===== config.mk =====
export PLATFORM = sky130hd
export DESIGN_NAME = prs_ctrl
export DESIGN_NICKNAME = d
export VERILOG_FILES = /design/src/hdl/prs_pkg.sv /design/src/hdl/prs_ctrl.sv
export SDC_FILE = /design/constraint.sdc
export NUM_CORES = 1
export LEC_CHECK = 0
export ABC_AREA = 1
export CORE_UTILIZATION = 60
export DETAILED_ROUTE_END_ITERATION = 12
export DONT_BUFFER_PORTS = 1
export GPL_TIMING_DRIVEN = 0
export HOLD_SLACK_MARGIN = 0.03
export PLACE_DENSITY = 0.76
export SYNTH_ARGS = -nofsm -noshare
export SYNTH_HDL_FRONTEND = slang
export SYNTH_SLANG_ARGS = --single-unit

===== constraint.sdc =====
create_clock -name clk -period 1.7 [get_ports clk]
set_input_delay 0.34 -clock clk [delete_from_list [all_inputs] [get_ports clk]]
set_output_delay 0.34 -clock clk [all_outputs]
set_load 0.02 [all_outputs]

===== src/hdl/prs_pkg.sv =====
// Shared widths, register indexes, command and status types for the resampler.
package prs_pkg;

	localparam int unsigned COORD_W = 32;
	localparam int unsigned STEP_W = 21;
	localparam int unsigned JUMP_W = 25;
	localparam int unsigned SPACE_W = 21;
	localparam int unsigned CFG_W = 25;
	localparam int unsigned IDX_W = 2;

	localparam logic [IDX_W-1:0] REG_STEP = 2'd0;
	localparam logic [IDX_W-1:0] REG_JUMP = 2'd1;
	localparam logic [IDX_W-1:0] REG_SPACE = 2'd2;

	localparam logic [STEP_W-1:0] STEP_RST = 21'd6554;
	localparam logic [JUMP_W-1:0] JUMP_RST = 25'd327680;
	localparam logic [SPACE_W-1:0] SPACE_RST = 21'd19661;

	localparam int unsigned MAX_STEPS = 64;
	localparam int unsigned K_W = $clog2(MAX_STEPS + 1);

	localparam int unsigned SQ_W = 64;
	localparam int unsigned ROOT_W = 32;
	localparam int unsigned LEN_W = 25;
	localparam int unsigned DIVN_W = 48;
	localparam int unsigned DIVD_W = 25;
	localparam int unsigned CNT_W = $clog2(DIVN_W + 1);

	typedef enum logic [4:0] {
		OP_NONE,
		OP_LOAD_FIRST,
		OP_LOAD_SEG,
		OP_CAP_SQ,
		OP_ADD_SQ,
		OP_SQRT_START,
		OP_CAP_LEN,
		OP_DIV_N,
		OP_CAP_N,
		OP_DIV_INC,
		OP_CAP_IX,
		OP_CAP_IY,
		OP_ADVANCE,
		OP_SET_INTERP,
		OP_DIFF,
		OP_DIST_SAT,
		OP_CAP_DIST,
		OP_ACC_KEEP,
		OP_ACC_EMIT,
		OP_FLUSH
	} op_t;

	typedef enum logic [2:0] {
		MS_MX,
		MS_MY,
		MS_JL,
		MS_MX_STEP,
		MS_MY_STEP,
		MS_DMX,
		MS_DMY
	} mul_sel_t;

	typedef struct packed {
		op_t      op;
		mul_sel_t mul;
	} cmd_t;

	typedef struct packed {
		logic have_prev;
		logic skip_big;
		logic seg_reject;
		logic sqrt_busy;
		logic div_busy;
		logic have_interp;
		logic k_zero;
		logic dsat;
		logic over;
		logic pend_valid;
		logic out_free;
	} stat_t;

endpackage


===== src/hdl/prs_ctrl.sv =====
// Controller state machine that sequences the datapath for one point at a time.
module prs_ctrl import prs_pkg::*; (
	input  logic  clk,
	input  logic  arst_n,
	input  logic  in_valid,
	input  logic  start_trail,
	output logic  in_ready,
	input  stat_t stat,
	output cmd_t  cmd
);

	typedef enum logic [4:0] {
		ST_IDLE, ST_CHECK, ST_SQX, ST_SQY, ST_JL, ST_LEN, ST_DIVN, ST_WAITN,
		ST_DIVX, ST_WAITX, ST_DIVY, ST_WAITY, ST_STEP, ST_DIFF, ST_DSQ, ST_DSQX,
		ST_DSQY, ST_DSQRT, ST_DWAIT, ST_ACC, ST_NEXT, ST_FLUSH
	} state_t;

	state_t state_q, state_d;

	assign in_ready = (state_q == ST_IDLE);

	always_comb begin
		state_d = state_q;
		cmd.op = OP_NONE;
		cmd.mul = MS_MX;
		unique case (state_q)
			ST_IDLE: begin
				if (in_valid) begin
					if (start_trail || !stat.have_prev) begin
						cmd.op = OP_LOAD_FIRST;
					end else begin
						cmd.op = OP_LOAD_SEG;
						state_d = ST_CHECK;
					end
				end
			end
			ST_CHECK: begin
				if (stat.skip_big) begin
					state_d = ST_IDLE;
				end else begin
					cmd.mul = MS_MX;
					state_d = ST_SQX;
				end
			end
			ST_SQX: begin
				cmd.op = OP_CAP_SQ;
				cmd.mul = MS_MY;
				state_d = ST_SQY;
			end
			ST_SQY: begin
				cmd.op = OP_ADD_SQ;
				cmd.mul = MS_JL;
				state_d = ST_JL;
			end
			ST_JL: begin
				if (stat.seg_reject) begin
					state_d = ST_IDLE;
				end else begin
					cmd.op = OP_SQRT_START;
					state_d = ST_LEN;
				end
			end
			ST_LEN: begin
				if (!stat.sqrt_busy) begin
					cmd.op = OP_CAP_LEN;
					state_d = ST_DIVN;
				end
			end
			ST_DIVN: begin
				cmd.op = OP_DIV_N;
				state_d = ST_WAITN;
			end
			ST_WAITN: begin
				if (!stat.div_busy) begin
					cmd.op = OP_CAP_N;
					cmd.mul = MS_MX_STEP;
					state_d = ST_DIVX;
				end
			end
			ST_DIVX: begin
				cmd.op = OP_DIV_INC;
				state_d = ST_WAITX;
			end
			ST_WAITX: begin
				if (!stat.div_busy) begin
					cmd.op = OP_CAP_IX;
					cmd.mul = MS_MY_STEP;
					state_d = ST_DIVY;
				end
			end
			ST_DIVY: begin
				cmd.op = OP_DIV_INC;
				state_d = ST_WAITY;
			end
			ST_WAITY: begin
				if (!stat.div_busy) begin
					cmd.op = OP_CAP_IY;
					state_d = ST_STEP;
				end
			end
			ST_STEP: begin
				cmd.op = OP_ADVANCE;
				state_d = stat.have_interp ? ST_DIFF : ST_NEXT;
			end
			ST_DIFF: begin
				cmd.op = OP_DIFF;
				state_d = ST_DSQ;
			end
			ST_DSQ: begin
				if (stat.dsat) begin
					cmd.op = OP_DIST_SAT;
					state_d = ST_ACC;
				end else begin
					cmd.mul = MS_DMX;
					state_d = ST_DSQX;
				end
			end
			ST_DSQX: begin
				cmd.op = OP_CAP_SQ;
				cmd.mul = MS_DMY;
				state_d = ST_DSQY;
			end
			ST_DSQY: begin
				cmd.op = OP_ADD_SQ;
				state_d = ST_DSQRT;
			end
			ST_DSQRT: begin
				cmd.op = OP_SQRT_START;
				state_d = ST_DWAIT;
			end
			ST_DWAIT: begin
				if (!stat.sqrt_busy) begin
					cmd.op = OP_CAP_DIST;
					state_d = ST_ACC;
				end
			end
			ST_ACC: begin
				if (!stat.over) begin
					cmd.op = OP_ACC_KEEP;
					state_d = ST_NEXT;
				end else if (!stat.pend_valid || stat.out_free) begin
					cmd.op = OP_ACC_EMIT;
					state_d = ST_NEXT;
				end
			end
			ST_NEXT: begin
				cmd.op = OP_SET_INTERP;
				state_d = stat.k_zero ? ST_FLUSH : ST_STEP;
			end
			ST_FLUSH: begin
				if (!stat.pend_valid) begin
					state_d = ST_IDLE;
				end else if (stat.out_free) begin
					cmd.op = OP_FLUSH;
					state_d = ST_IDLE;
				end
			end
			default: state_d = ST_IDLE;
		endcase
	end

	always_ff @(posedge clk or negedge arst_n) begin
		if (!arst_n) begin
			state_q <= ST_IDLE;
		end else begin
			state_q <= state_d;
		end
	end

endmodule


==> reports/qor.yml, run 1 <==
worst_setup_path:
  r2r-start: "state_q[0]"
  timing.critical_path.arrival_ns: 1.71
  setup.worst_path.end_class: "primary output"
  kind_of_launch_point_of_the_worst_setup_path: "register"
  critPathLaunch: "state_q[0]"
  maximum_fanout_along_the_worst_path: 6
  required_ns: 1.36
  ws_path_type: "reg2out"
synthesis:
  async_reset_ff_share_pct: 100
  synth_top_family_by_area: "simple AND/OR/NAND/NOR gates"
  syn-cell-area_sq_um: 1020
  synth-warning-count: 0
  synth.most_common_cell: "sky130_fd_sc_hd__nand2_1"
  synthTopCellsByCount: "sky130_fd_sc_hd__nand2_1 (44), sky130_fd_sc_hd__nor2_1 (27), sky130_fd_sc_hd__nand3_1 (23)"
  synth_simple_gate_area_share_pct: 69.6
  dominantRegCellSynth: "sky130_fd_sc_hd__dfrtp_1"
  netlist-cell-type-count: 26
  number_of_enable_flip_flop_cells_after_synthesis: 0
  synth.area.top_cells: "sky130_fd_sc_hd__nand2_1 (16%), sky130_fd_sc_hd__dfrtp_1 (12%), sky130_fd_sc_hd__nand3_1 (11%)"
  synth_top_area_share_pct: 16.1
  yosys-mux-area-fraction_pct: 0
  synth.ff_latch_count: 5
  synth_nets: 191
  synthesis.instances: 176
  synthesis.area_per_instance_sq_um: 5.82
  synthAdderAreaFrac_pct: 0
  synthesized_area_fraction_occupied_by_ao_oa_aoi_and_oai_cells_pct: 6.47
  synth_top_area_cell: "sky130_fd_sc_hd__nand2_1"
  sequential_to_total_area_share_from_yosys_stat_pct: 12.2
  synth_xor_area_share_pct: 0
sta:
  worst_pin_slew_ns: 0.353
  report.final.setup_viol: 10
  grt_setup_unrepaired: "yes"
  hold_violations: 0
  worst_hold_slack_ns: 0.361
  setup_tns_ns: -2.05
  final.period_utilization_pct: 121
  setup_slack_ns: -0.350
  max-slew-margin-rel_pct: 76.4
  fin_crit_ns: 2.05
  fmaxAchievable_mhz: 488
  slew_violations: 0
  worst_clock_skew_ns: 0.00550
floorplanning:
  core_region_area_sq_um: 1560
  row_count: 14
  start_util_pct: 65.7
  die-area_sq_um: 1880
  die-height_um: 43.3
  number_of_placed_i_o_pins: 24
  fp.dieW_um: 43.3
cts:
  clk_latency_ns: 0.24
  clock_sink_count: 5
  clk_pin_slew_worst_paths_ns: 0.05
  cts_root_buf: "sky130_fd_sc_hd__clkbuf_4"
  clock_tree.htree_level_count: 1
  tritoncts_clock_tree: "built"
  numCtsBuffers: 3
  cts_buffer_depth: 2
min_path:
  hold_path_class: "in2reg"
  timing.hold.worst.start: "stat[6]"
routing:
  detail_route.drc_violations: 2
  finalWirelength_mm: 4.29
  avgViaCountPerCell: 6.70
  dr.pass1.iters: 9
  routed_wire_length_per_instance_um: 19.2
  num_vias: 1493
  detail_route.iter0.violations: 148
  final_antenna_net_count: 0
placement:
  port_buffers: 0
  pre_cts_ws_ns: -0.0880
  finalWeightedCongestion: 0.965
  total_instance_count_after_detailed_placement: 192
  post-dp-hpwl_mm: 2.17
grt:
  wire_length_of_the_first_global_routing_pass_mm: 5.11
  grt_use_total_pct: 36.9
  number_of_antenna_violations_at_the_first_check_in_global_routing: 0
  grt_pass1_vias: 1174
  grt_max_degree: 11
  grt-ovfl-total: 0
flow_run:
  maxCapViolCount: 0
power:
  max-vdd-ir-drop_mv: 1.37
  power.static_leakage_nw: 0.823
  power_per_cell_area_nw_per_um2: 1720
final_layout:
  final_layout_size_suffix_gt1_share_pct: 46.4
  num_antenna_cells: 0
  layout_net_count: 223
  registers.top_by_ff_count: "state_q"
  final-instance-count-excl-fill: 223
  layout_top_registers: "state_q (5)"
  area_growth_syn_to_layout_pct: 41.0
  largest_register_ffs: 5
run_status:
  failed_checks: "design-rule violations, negative setup slack"
  run_status: "complete, but fails checks"
## layer usage
metal / vias up / global-route usage [%] / part of all wire [%] / wire [um]
met5: - / 0 / 0 / 0
met3: 53 / 5.96 / 12 / 513
met2: 161 / 61.5 / 46 / 1980
li1: 629 / - / - / -
met1: 650 / 43.7 / 34 / 1460
met4: 0 / 23.1 / 7.9 / 339
## power breakdown
group	internal, mW	switching, mW
registers	0.174	0.0581
clock network	0.0886	0.0472
logic	0.759	1.36
total	1.02	1.47
## path summary, 6_finish.rpt
kind,slack [ns],cells after the start,end
setup / recovery,-0.35,9,cmd[4]
setup reg to reg,-0.34,15,state_q[2]
hold / removal,0.36,3,state_q[2]
hold reg to reg,0.68,2,state_q[3]
min in group asynchronous,0.39,1,state_q[0]
max in group asynchronous,1.09,1,state_q[2]
## cell families (layout without fill, tap and decap cells)
family	after synthesis	in the layout
flip-flops	5	5
buffers and inverters	26	57
AO/OA/AOI/OAI	11	11
AND/OR/NAND/NOR	134	134
## stage by stage
step	power [mW]	area (sq um)	utilization [%]
2_1_floorplan	1.41	1020	-
3_3_place_gp	1.61	1040	67.0
3_5_place_dp	1.64	1040	67.0
4_1_cts	2.06	1250	80.3
5_1_grt	2.60	1450	92.7
6_report	2.49	1450	92.7
## repair_timing
| action | CTS | global route |
|---|---|---|
| pin swaps | 7 | 14 |
| buffers inserted | 14 | 12 |
| endpoints found under the setup margin | 8 | 10 |
| hold buffers | 1 | 0 |
| endpoints found under the hold margin | 5 | 0 |
| resized for setup | 16 | 25 |
## final cells by class
class | count | area, sq um
multi-input cells | 145 | 937
repair buffers | 27 | 205
flip-flops and latches | 5 | 128
fillers | 64 | 114
inverters | 23 | 91.3
plain buffers | 3 | 37.5
clock buffers | 4 | 26.3
well taps | 16 | 20.0
## worst max-delay path, cell delays in order (launching register included)
cell and delay [ns]:
sky130_fd_sc_hd__dfrtp_1 0.37, sky130_fd_sc_hd__buf_6 0.15, sky130_fd_sc_hd__inv_1 0.10, sky130_fd_sc_hd__nand2_2 0.08, sky130_fd_sc_hd__nor2_4 0.14, sky130_fd_sc_hd__nand2_2 0.10
sky130_fd_sc_hd__nand2_1 0.12, sky130_fd_sc_hd__nand2_2 0.09, sky130_fd_sc_hd__nand3_2 0.07, sky130_fd_sc_hd__nand3b_1 0.24
## cell usage in the layout (no fill, tap or decap), types with 2 or more instances in the layout
master / instances
sky130_fd_sc_hd__nand2_1: 37
sky130_fd_sc_hd__buf_4: 26
sky130_fd_sc_hd__nor2_1: 23
sky130_fd_sc_hd__inv_1: 15
sky130_fd_sc_hd__nand3_1: 15
sky130_fd_sc_hd__nand2_2: 14
sky130_fd_sc_hd__nor2_4: 9
sky130_fd_sc_hd__nand3_2: 9
sky130_fd_sc_hd__inv_2: 6
sky130_fd_sc_hd__nand2_4: 6
sky130_fd_sc_hd__nor2_2: 6
sky130_fd_sc_hd__o21ai_0: 6
sky130_fd_sc_hd__nand3_4: 4
sky130_fd_sc_hd__nand3b_1: 3
sky130_fd_sc_hd__nand4_1: 3
sky130_fd_sc_hd__clkbuf_4: 3
sky130_fd_sc_hd__dfrtp_1: 3
sky130_fd_sc_hd__buf_6: 2
sky130_fd_sc_hd__o211ai_1: 2
sky130_fd_sc_hd__inv_4: 2
sky130_fd_sc_hd__or2_4: 2
sky130_fd_sc_hd__dfrtp_2: 2
Note: power is estimated with default switching activity, not from simulation.
==> run 2: changes to the inputs <==
--- a/config.mk
+++ b/config.mk
@@ -6,12 +6,11 @@
 export NUM_CORES = 1
 export LEC_CHECK = 0
 export ABC_AREA = 1
-export CORE_UTILIZATION = 60
+export CORE_UTILIZATION = 40
 export DETAILED_ROUTE_END_ITERATION = 12
 export DONT_BUFFER_PORTS = 1
 export GPL_TIMING_DRIVEN = 0
 export HOLD_SLACK_MARGIN = 0.03
-export PLACE_DENSITY = 0.76
 export SYNTH_ARGS = -nofsm -noshare
 export SYNTH_HDL_FRONTEND = slang
 export SYNTH_SLANG_ARGS = --single-unit
==> run 2 against run 1 <==
The run ends with negative setup slack left. Global-route usage shrank 13 points. Combinational power shrank 17%. Die area grew 47%. Largest cell class unchanged.
==> reports/qor.yml, run 2 (synthesized netlist as in run 1, its figures left out) <==
routing:
  final_antenna_net_count: 0  # unchanged
  detail_route.iter0.violations: 23  # -84%
  finalWirelength_mm: 2.88  # -33%
  detail_route.drc_violations: 0  # -2
  num_vias: 1162  # -22%
  routed_wire_length_per_instance_um: 13.0  # -33%
  avgViaCountPerCell: 5.23  # -22%
  dr.pass1.iters: 4  # -5
placement:
  finalWeightedCongestion: 0.919  # -4.8%
  post-dp-hpwl_mm: 2.24  # +3.2%
  pre_cts_ws_ns: -0.0946  # -0.00658 ns
  port_buffers: 0  # unchanged
final_layout:
  largest_register_ffs: 5  # unchanged
  top_library_cells_by_usage_in_the_layout_fill_and_taps_aside: "sky130_fd_sc_hd__nand2_1 (41), sky130_fd_sc_hd__nor2_1 (24), sky130_fd_sc_hd__nand3_1 (16)"
  filler_cell_count: 250  # +290%
  num_antenna_cells: 0  # unchanged
  area_growth_syn_to_layout_pct: 26.3
  layout_top_registers: "state_q (5)"
  commonest_non_fill_non_tap_cell_in_the_layout: "sky130_fd_sc_hd__nand2_1"
  final_layout_size_suffix_gt1_share_pct: 39.2  # -7.2 points
  layout_net_count: 210  # -5.8%
  registers.top_by_ff_count: "state_q"
worst_setup_path:
  worstRegToRegCells: 9  # -6
  maximum_fanout_along_the_worst_path: 8  # +2
  setup.worst_path.end_class: "primary output"
  critical_path.cell_chain: "buf_6, inv_4, nand2_4, nor2_4, nand2_2, or2_4, nand3_2, nand3b_1"
  max_stage_delay_ns: 0.36  # about the same
  slowest_stage: "sky130_fd_sc_hd__dfrtp_1"
  timing.critical_path.arrival_ns: 1.62  # -0.09 ns
  kind_of_launch_point_of_the_worst_setup_path: "register"
  ws_path_type: "reg2out"
  required_ns: 1.36  # about the same
sta:
  max-slew-margin-rel_pct: 80.9  # +4.5 points
  hold_violations: 0  # unchanged
  grt_setup_unrepaired: "yes"
  worst_pin_slew_ns: 0.287  # -0.0663 ns
  fin_crit_ns: 1.96  # -0.0894 ns
  worst_clock_skew_ns: 0.000234  # -0.00526 ns
  slew_violations: 0  # unchanged
  report.final.setup_viol: 8  # -2
  fmaxAchievable_mhz: 510  # +4.6%
  setup_slack_ns: -0.260  # +0.0894 ns
  final.period_utilization_pct: 115  # -5.3 points
cts:
  clk_pin_slew_worst_paths_ns: 0.04  # about the same
  numCtsBuffers: 3  # unchanged
  cts_root_buf: "sky130_fd_sc_hd__clkbuf_4"
  clock_sink_count: 5  # unchanged
  clk_latency_ns: 0.23  # about the same
  cts_buffer_depth: 2  # unchanged
  tritoncts_clock_tree: "built"
  clock_tree.htree_level_count: 1  # unchanged
floorplanning:
  die-height_um: 52.6  # +21%
  fp.dieW_um: 52.6  # +21%
  number_of_placed_i_o_pins: 24  # unchanged
  core_region_area_sq_um: 2320  # +49%
  start_util_pct: 44.2  # -22 points
  die-area_sq_um: 2770  # +47%
  row_count: 17  # +3
grt:
  number_of_antenna_violations_at_the_first_check_in_global_routing: 0  # unchanged
  grt_use_total_pct: 23.6  # -13 points
  grt-ovfl-total: 0  # unchanged
  grt_max_degree: 11  # unchanged
  wire_length_of_the_first_global_routing_pass_mm: 4.91  # -3.9%
  grt_pass1_vias: 1190  # +1.4%
power:
  post-layout-total-power_mw: 2.12  # -15%
  power_per_cell_area_nw_per_um2: 1640  # -4.8%
  power.static_leakage_nw: 0.752  # -8.7%
  max-vdd-ir-drop_mv: 0.979  # -29%
flow_run:
  maxCapViolCount: 0  # unchanged
run_status:
  run_status: "complete, but fails checks"
  failed_checks: "negative setup slack"
min_path:
  hold_path_depth: 3  # unchanged
  hold_path_class: "in2reg"
==> run 2: repair_timing <==
item / 4_1_cts / 5_1_grt
setup buffers: 11 / 2
endpoints found under the setup margin: 8 / 8
resized for setup: 20 / 6
hold buffers: 1 / 0
hold endpoints to repair: 5 / 0
pin swaps: 5 / 4
==> run 2: final timing paths <==
kind	start	end	slack [ns]
max in group asynchronous	arst_n	state_q[3]	1.11
worst max register to register	state_q[4]	state_q[4]	0.12
worst min-delay path	stat[6]	state_q[3]	0.34
min in group asynchronous	arst_n	state_q[0]	0.39
worst min register to register	state_q[2]	state_q[2]	0.59
worst max-delay path	state_q[1]	cmd[4]	-0.26
==> run 2: routing by layer <==
layer  GRT usage (%)  up-vias  part of all wire, %
li1                -      602                    -
met4            9.21        0                  1.5
met3           0.870        4                  4.7
met1            27.5      515                   42
met2            44.5       41                   51
met5               0        -                    0
==> run 2: power breakdown <==
part	internal, mW	switching, mW
clock network	0.0883	0.0421
registers	0.174	0.0544
logic	0.650	1.12
==> run 2: through the flow <==
step | instance area, sq um | hold slack [ns] | utilization, % | instances | TNS [ns]
finish | 1290 | 0.342 | 55.8 | 222 | -1.25
CTS | 1260 | 0.333 | 54.3 | 220 | -1.27
global placement | 1060 | 0.0445 | 45.7 | 204 | -0.291
detailed placement | 1060 | 0.0445 | 45.7 | 204 | -0.301
floorplan | 1020 | 0.0444 | - | 176 | 0
global route | 1290 | 0.363 | 55.8 | 222 | -1.80
==> run 2: layout make-up <==
| class | count | area, sq um | share of cell area, % |
|---|---|---|---|
| multi-input cells | 145 | 870 | 67.2 |
| repair buffers | 14 | 108 | 8.32 |
| clock buffers | 4 | 26.3 | 2.03 |
| plain buffers | 3 | 37.5 | 2.90 |
| well taps | 28 | 35.0 | 2.71 |
| inverters | 23 | 90.1 | 6.96 |
| flip-flops and latches | 5 | 128 | 9.86 |
==> run 2: critical path: cells and delay by family, from the launching register on <==
kind	cells	cell delay, ns
flip-flops	1	0.36
AND/OR/NAND/NOR	6	0.81
buffers and inverters	2	0.22
==> run 3: changes to the inputs <==
--- a/config.mk
+++ b/config.mk
@@ -11,6 +11,7 @@
 export DONT_BUFFER_PORTS = 1
 export GPL_TIMING_DRIVEN = 0
 export HOLD_SLACK_MARGIN = 0.03
+export SETUP_SLACK_MARGIN = 0.1
 export SYNTH_ARGS = -nofsm -noshare
 export SYNTH_HDL_FRONTEND = slang
 export SYNTH_SLANG_ARGS = --single-unit
==> run 3 against run 2 <==
The flow still finishes with violations (negative setup slack). Clock power about the same. Total power rose by 5.2%. Worst setup slack better by 0.0016 ns. First-iteration DRC count up 4.3%. Non-clock buffer count is 6 higher. Core utilization increased by 4.7 points. Fmax barely moved. Combinational power grew 6%. Critical path depth unchanged. Sequential cell count did not move. Cell count is 2.7% higher. Critical path type unchanged. Critical endpoint unchanged.
==> reports/qor.yml, run 3 (synthesized netlist as in run 1, its figures left out) <==
cts:
  clock_sink_count: 5  # unchanged
  cts_buffer_depth: 2  # unchanged
  clock_tree.htree_level_count: 1  # unchanged
  clk_pin_slew_worst_paths_ns: 0.04  # about the same
  tritoncts_clock_tree: "built"
  clk_latency_ns: 0.23  # about the same
  cts_root_buf: "sky130_fd_sc_hd__clkbuf_4"
  numCtsBuffers: 3  # unchanged
min_path:
  timing.hold.worst.start: "stat[6]"
  hold_path_class: "in2reg"
  min_delay_worst_endpoint: "state_q[3]"
  hold_path_depth: 3  # unchanged
routing:
  detail_route.drc_violations: 0  # unchanged
  avgViaCountPerCell: 5.22  # -0.20%
  routed_wire_length_per_instance_um: 13.1  # +1.2%
  final_antenna_net_count: 0  # unchanged
  num_vias: 1191  # +2.5%
  finalWirelength_mm: 2.99  # +3.9%
  detail_route.iter0.violations: 24  # +4.3%
  dr.pass1.iters: 4  # unchanged
floorplanning:
  number_of_placed_i_o_pins: 24  # unchanged
  row_count: 17  # unchanged
  core_region_area_sq_um: 2320  # unchanged
  die-area_sq_um: 2770  # unchanged
  die-height_um: 52.6  # unchanged
  start_util_pct: 44.2  # unchanged
  fp.dieW_um: 52.6  # unchanged
sta:
  report.final.setup_viol: 9  # +1
  final.period_utilization_pct: 115  # about the same
  worst_clock_skew_ns: 0.00306  # +0.00282 ns
  hold_violations: 0  # unchanged
  setup_slack_ns: -0.259  # +0.00165 ns
  fmaxAchievable_mhz: 511  # about the same
  fin_crit_ns: 1.96  # -0.00165 ns
  grt_setup_unrepaired: "yes"
  worst_pin_slew_ns: 0.280  # -0.00696 ns
  worst_hold_slack_ns: 0.332  # -0.0102 ns
  slew_violations: 0  # unchanged
  max-slew-margin-rel_pct: 81.3  # +0.46 points
worst_setup_path:
  max_stage_delay_ns: 0.37  # about the same
  regToRegEndpoint: "state_q[2]"
  critical_path.cell_chain: "buf_6, inv_4, nand2_4, nor2_4, nand2_2, or2_4, nand3_2, nand3b_1"
  worstRegToRegCells: 15  # +6
  r2r-start: "state_q[0]"
  worst_path_dominant_cell_family: "simple AND/OR/NAND/NOR gates"
  setup.worst_path.end_class: "primary output"
  ws_path_type: "reg2out"
  required_ns: 1.36  # about the same
  kind_of_launch_point_of_the_worst_setup_path: "register"
  path_depth: 8  # unchanged
  timing.critical_path.arrival_ns: 1.62  # about the same
  slowest_stage: "sky130_fd_sc_hd__dfrtp_1"
  maximum_fanout_along_the_worst_path: 7  # -1
  timing.critical_path.buf_inv: 2  # unchanged
  rrSetupSlack_ns: -0.17  # -0.29 ns
final_layout:
  final-instance-count-excl-fill: 228  # +2.7%
  num_antenna_cells: 0  # unchanged
  combined_area_of_the_multi_input_logic_cells_sq_um: 932  # +7.2%
  layout_net_count: 216  # +2.9%
  final_area_sq_um: 1400  # +8.4%
  final_layout_size_suffix_gt1_share_pct: 44.0  # +4.8 points
  area_growth_syn_to_layout_pct: 36.9
  largest_register_ffs: 5  # unchanged
  filler_cell_count: 224  # -10%
  commonest_non_fill_non_tap_cell_in_the_layout: "sky130_fd_sc_hd__nand2_1"
  layout.area.seq_sq_um: 128  # unchanged
  registers.top_by_ff_count: "state_q"
  top_library_cells_by_usage_in_the_layout_fill_and_taps_aside: "sky130_fd_sc_hd__nand2_1 (37), sky130_fd_sc_hd__nor2_1 (23), sky130_fd_sc_hd__buf_4 (19)"
  layout_top_registers: "state_q (5)"
power:
  p_clk_share_pct: 5.8  # -0.3 points
  power_frac_comb_pct: 83.9  # +0.8 points
  power.static_leakage_nw: 0.807  # +7.3%
  power_frac_seq_pct: 10.2  # -0.5 points
  power_per_cell_area_nw_per_um2: 1590  # -3.0%
  switching_share_pct: 56.4  # -0.67 points
  power.net_switching_mw: 1.26  # +4.0%
  max-vdd-ir-drop_mv: 1.20  # +23%
  internal_power_uw: 974  # +6.8%
  post-layout-total-power_mw: 2.23  # +5.2%
grt:
  grt_use_total_pct: 23.5  # -0.11 points
  wire_length_of_the_first_global_routing_pass_mm: 4.86  # -0.98%
  number_of_antenna_violations_at_the_first_check_in_global_routing: 0  # unchanged
  grt_pass1_vias: 1136  # -4.5%
  grt_max_degree: 11  # unchanged
  grt-ovfl-total: 0  # unchanged
flow_run:
  maxCapViolCount: 0  # unchanged
placement:
  port_buffers: 0  # unchanged
  total_instance_count_after_detailed_placement: 204  # unchanged
  post-dp-hpwl_mm: 2.26  # +1.0%
  postPlaceCellArea_sq_um: 1080  # +1.9%
  finalWeightedCongestion: 0.909  # -1.1%
run_status:
  run_status: "complete, but fails checks"
  failed_checks: "negative setup slack"
## run 3: cell types whose count changed in the layout (fill, tap and decap cells not counted), sizes merged
cell / previous run / this run
clkbuf: 4 / 5
buf: 16 / 21
## run 3: routing by layer
metal	track usage, %	wire length [um]	vias up
li1	-	-	615
met4	9.21	23	0
met5	0	0	-
met2	42.8	1570	25
met1	28.1	1330	549
met3	1.74	77	2
## run 3: area by class of cell
cell class / count / share of cell area (%)
Inverter: 23 / 6.60
Tap cell: 28 / 2.50
Sequential cell: 5 / 9.10
Buffer: 3 / 2.59
Clock buffer: 4 / 1.87
Multi-Input combinational cell: 145 / 66.5
Timing Repair Buffer: 20 / 10.9
## run 3: metrics by stage
step | worst slack [ns] | utilization, % | setup TNS, ns
after floorplan | 0.0538 | - | 0
after global placement | -0.0607 | 46.6 | -0.0955
after detailed placement | -0.0695 | 46.6 | -0.0943
after CTS | -0.253 | 57.3 | -1.49
after global routing | -0.328 | 60.5 | -2.25
final | -0.259 | 60.5 | -1.48
## run 3: worst max path at each step
stage	to	startpoint	slack, ns
floorplan	cmd[4]	state_q[1]	0.05
global placement	cmd[4]	state_q[1]	-0.06
detailed placement	cmd[4]	state_q[1]	-0.07
CTS	cmd[4]	state_q[1]	-0.25
global route	cmd[4]	state_q[1]	-0.33
finish	cmd[4]	state_q[1]	-0.26
## run 3: power groups by stage
stage | registers [mW] | clock network, mW | logic (mW)
floorplan | 0.221 | 0 | 1.22
global placement | 0.229 | 0 | 1.43
detailed placement | 0.230 | 0 | 1.45
CTS | 0.227 | 0.137 | 1.78
global route | 0.235 | 0.141 | 2.04
finish | 0.229 | 0.130 | 1.87
## run 3: timing repair
action,4_1_cts,5_1_grt
gates resized for setup,23,11
hold buffers,1,0
hold endpoints to repair,5,0
endpoints found under the setup margin,9,10
buffers inserted,16,3
pin swaps,6,7
## run 3: tightest hold or removal path: cells and delay by family
family	cells	cell delay, ns
and+or+nand+nor	3	0.19
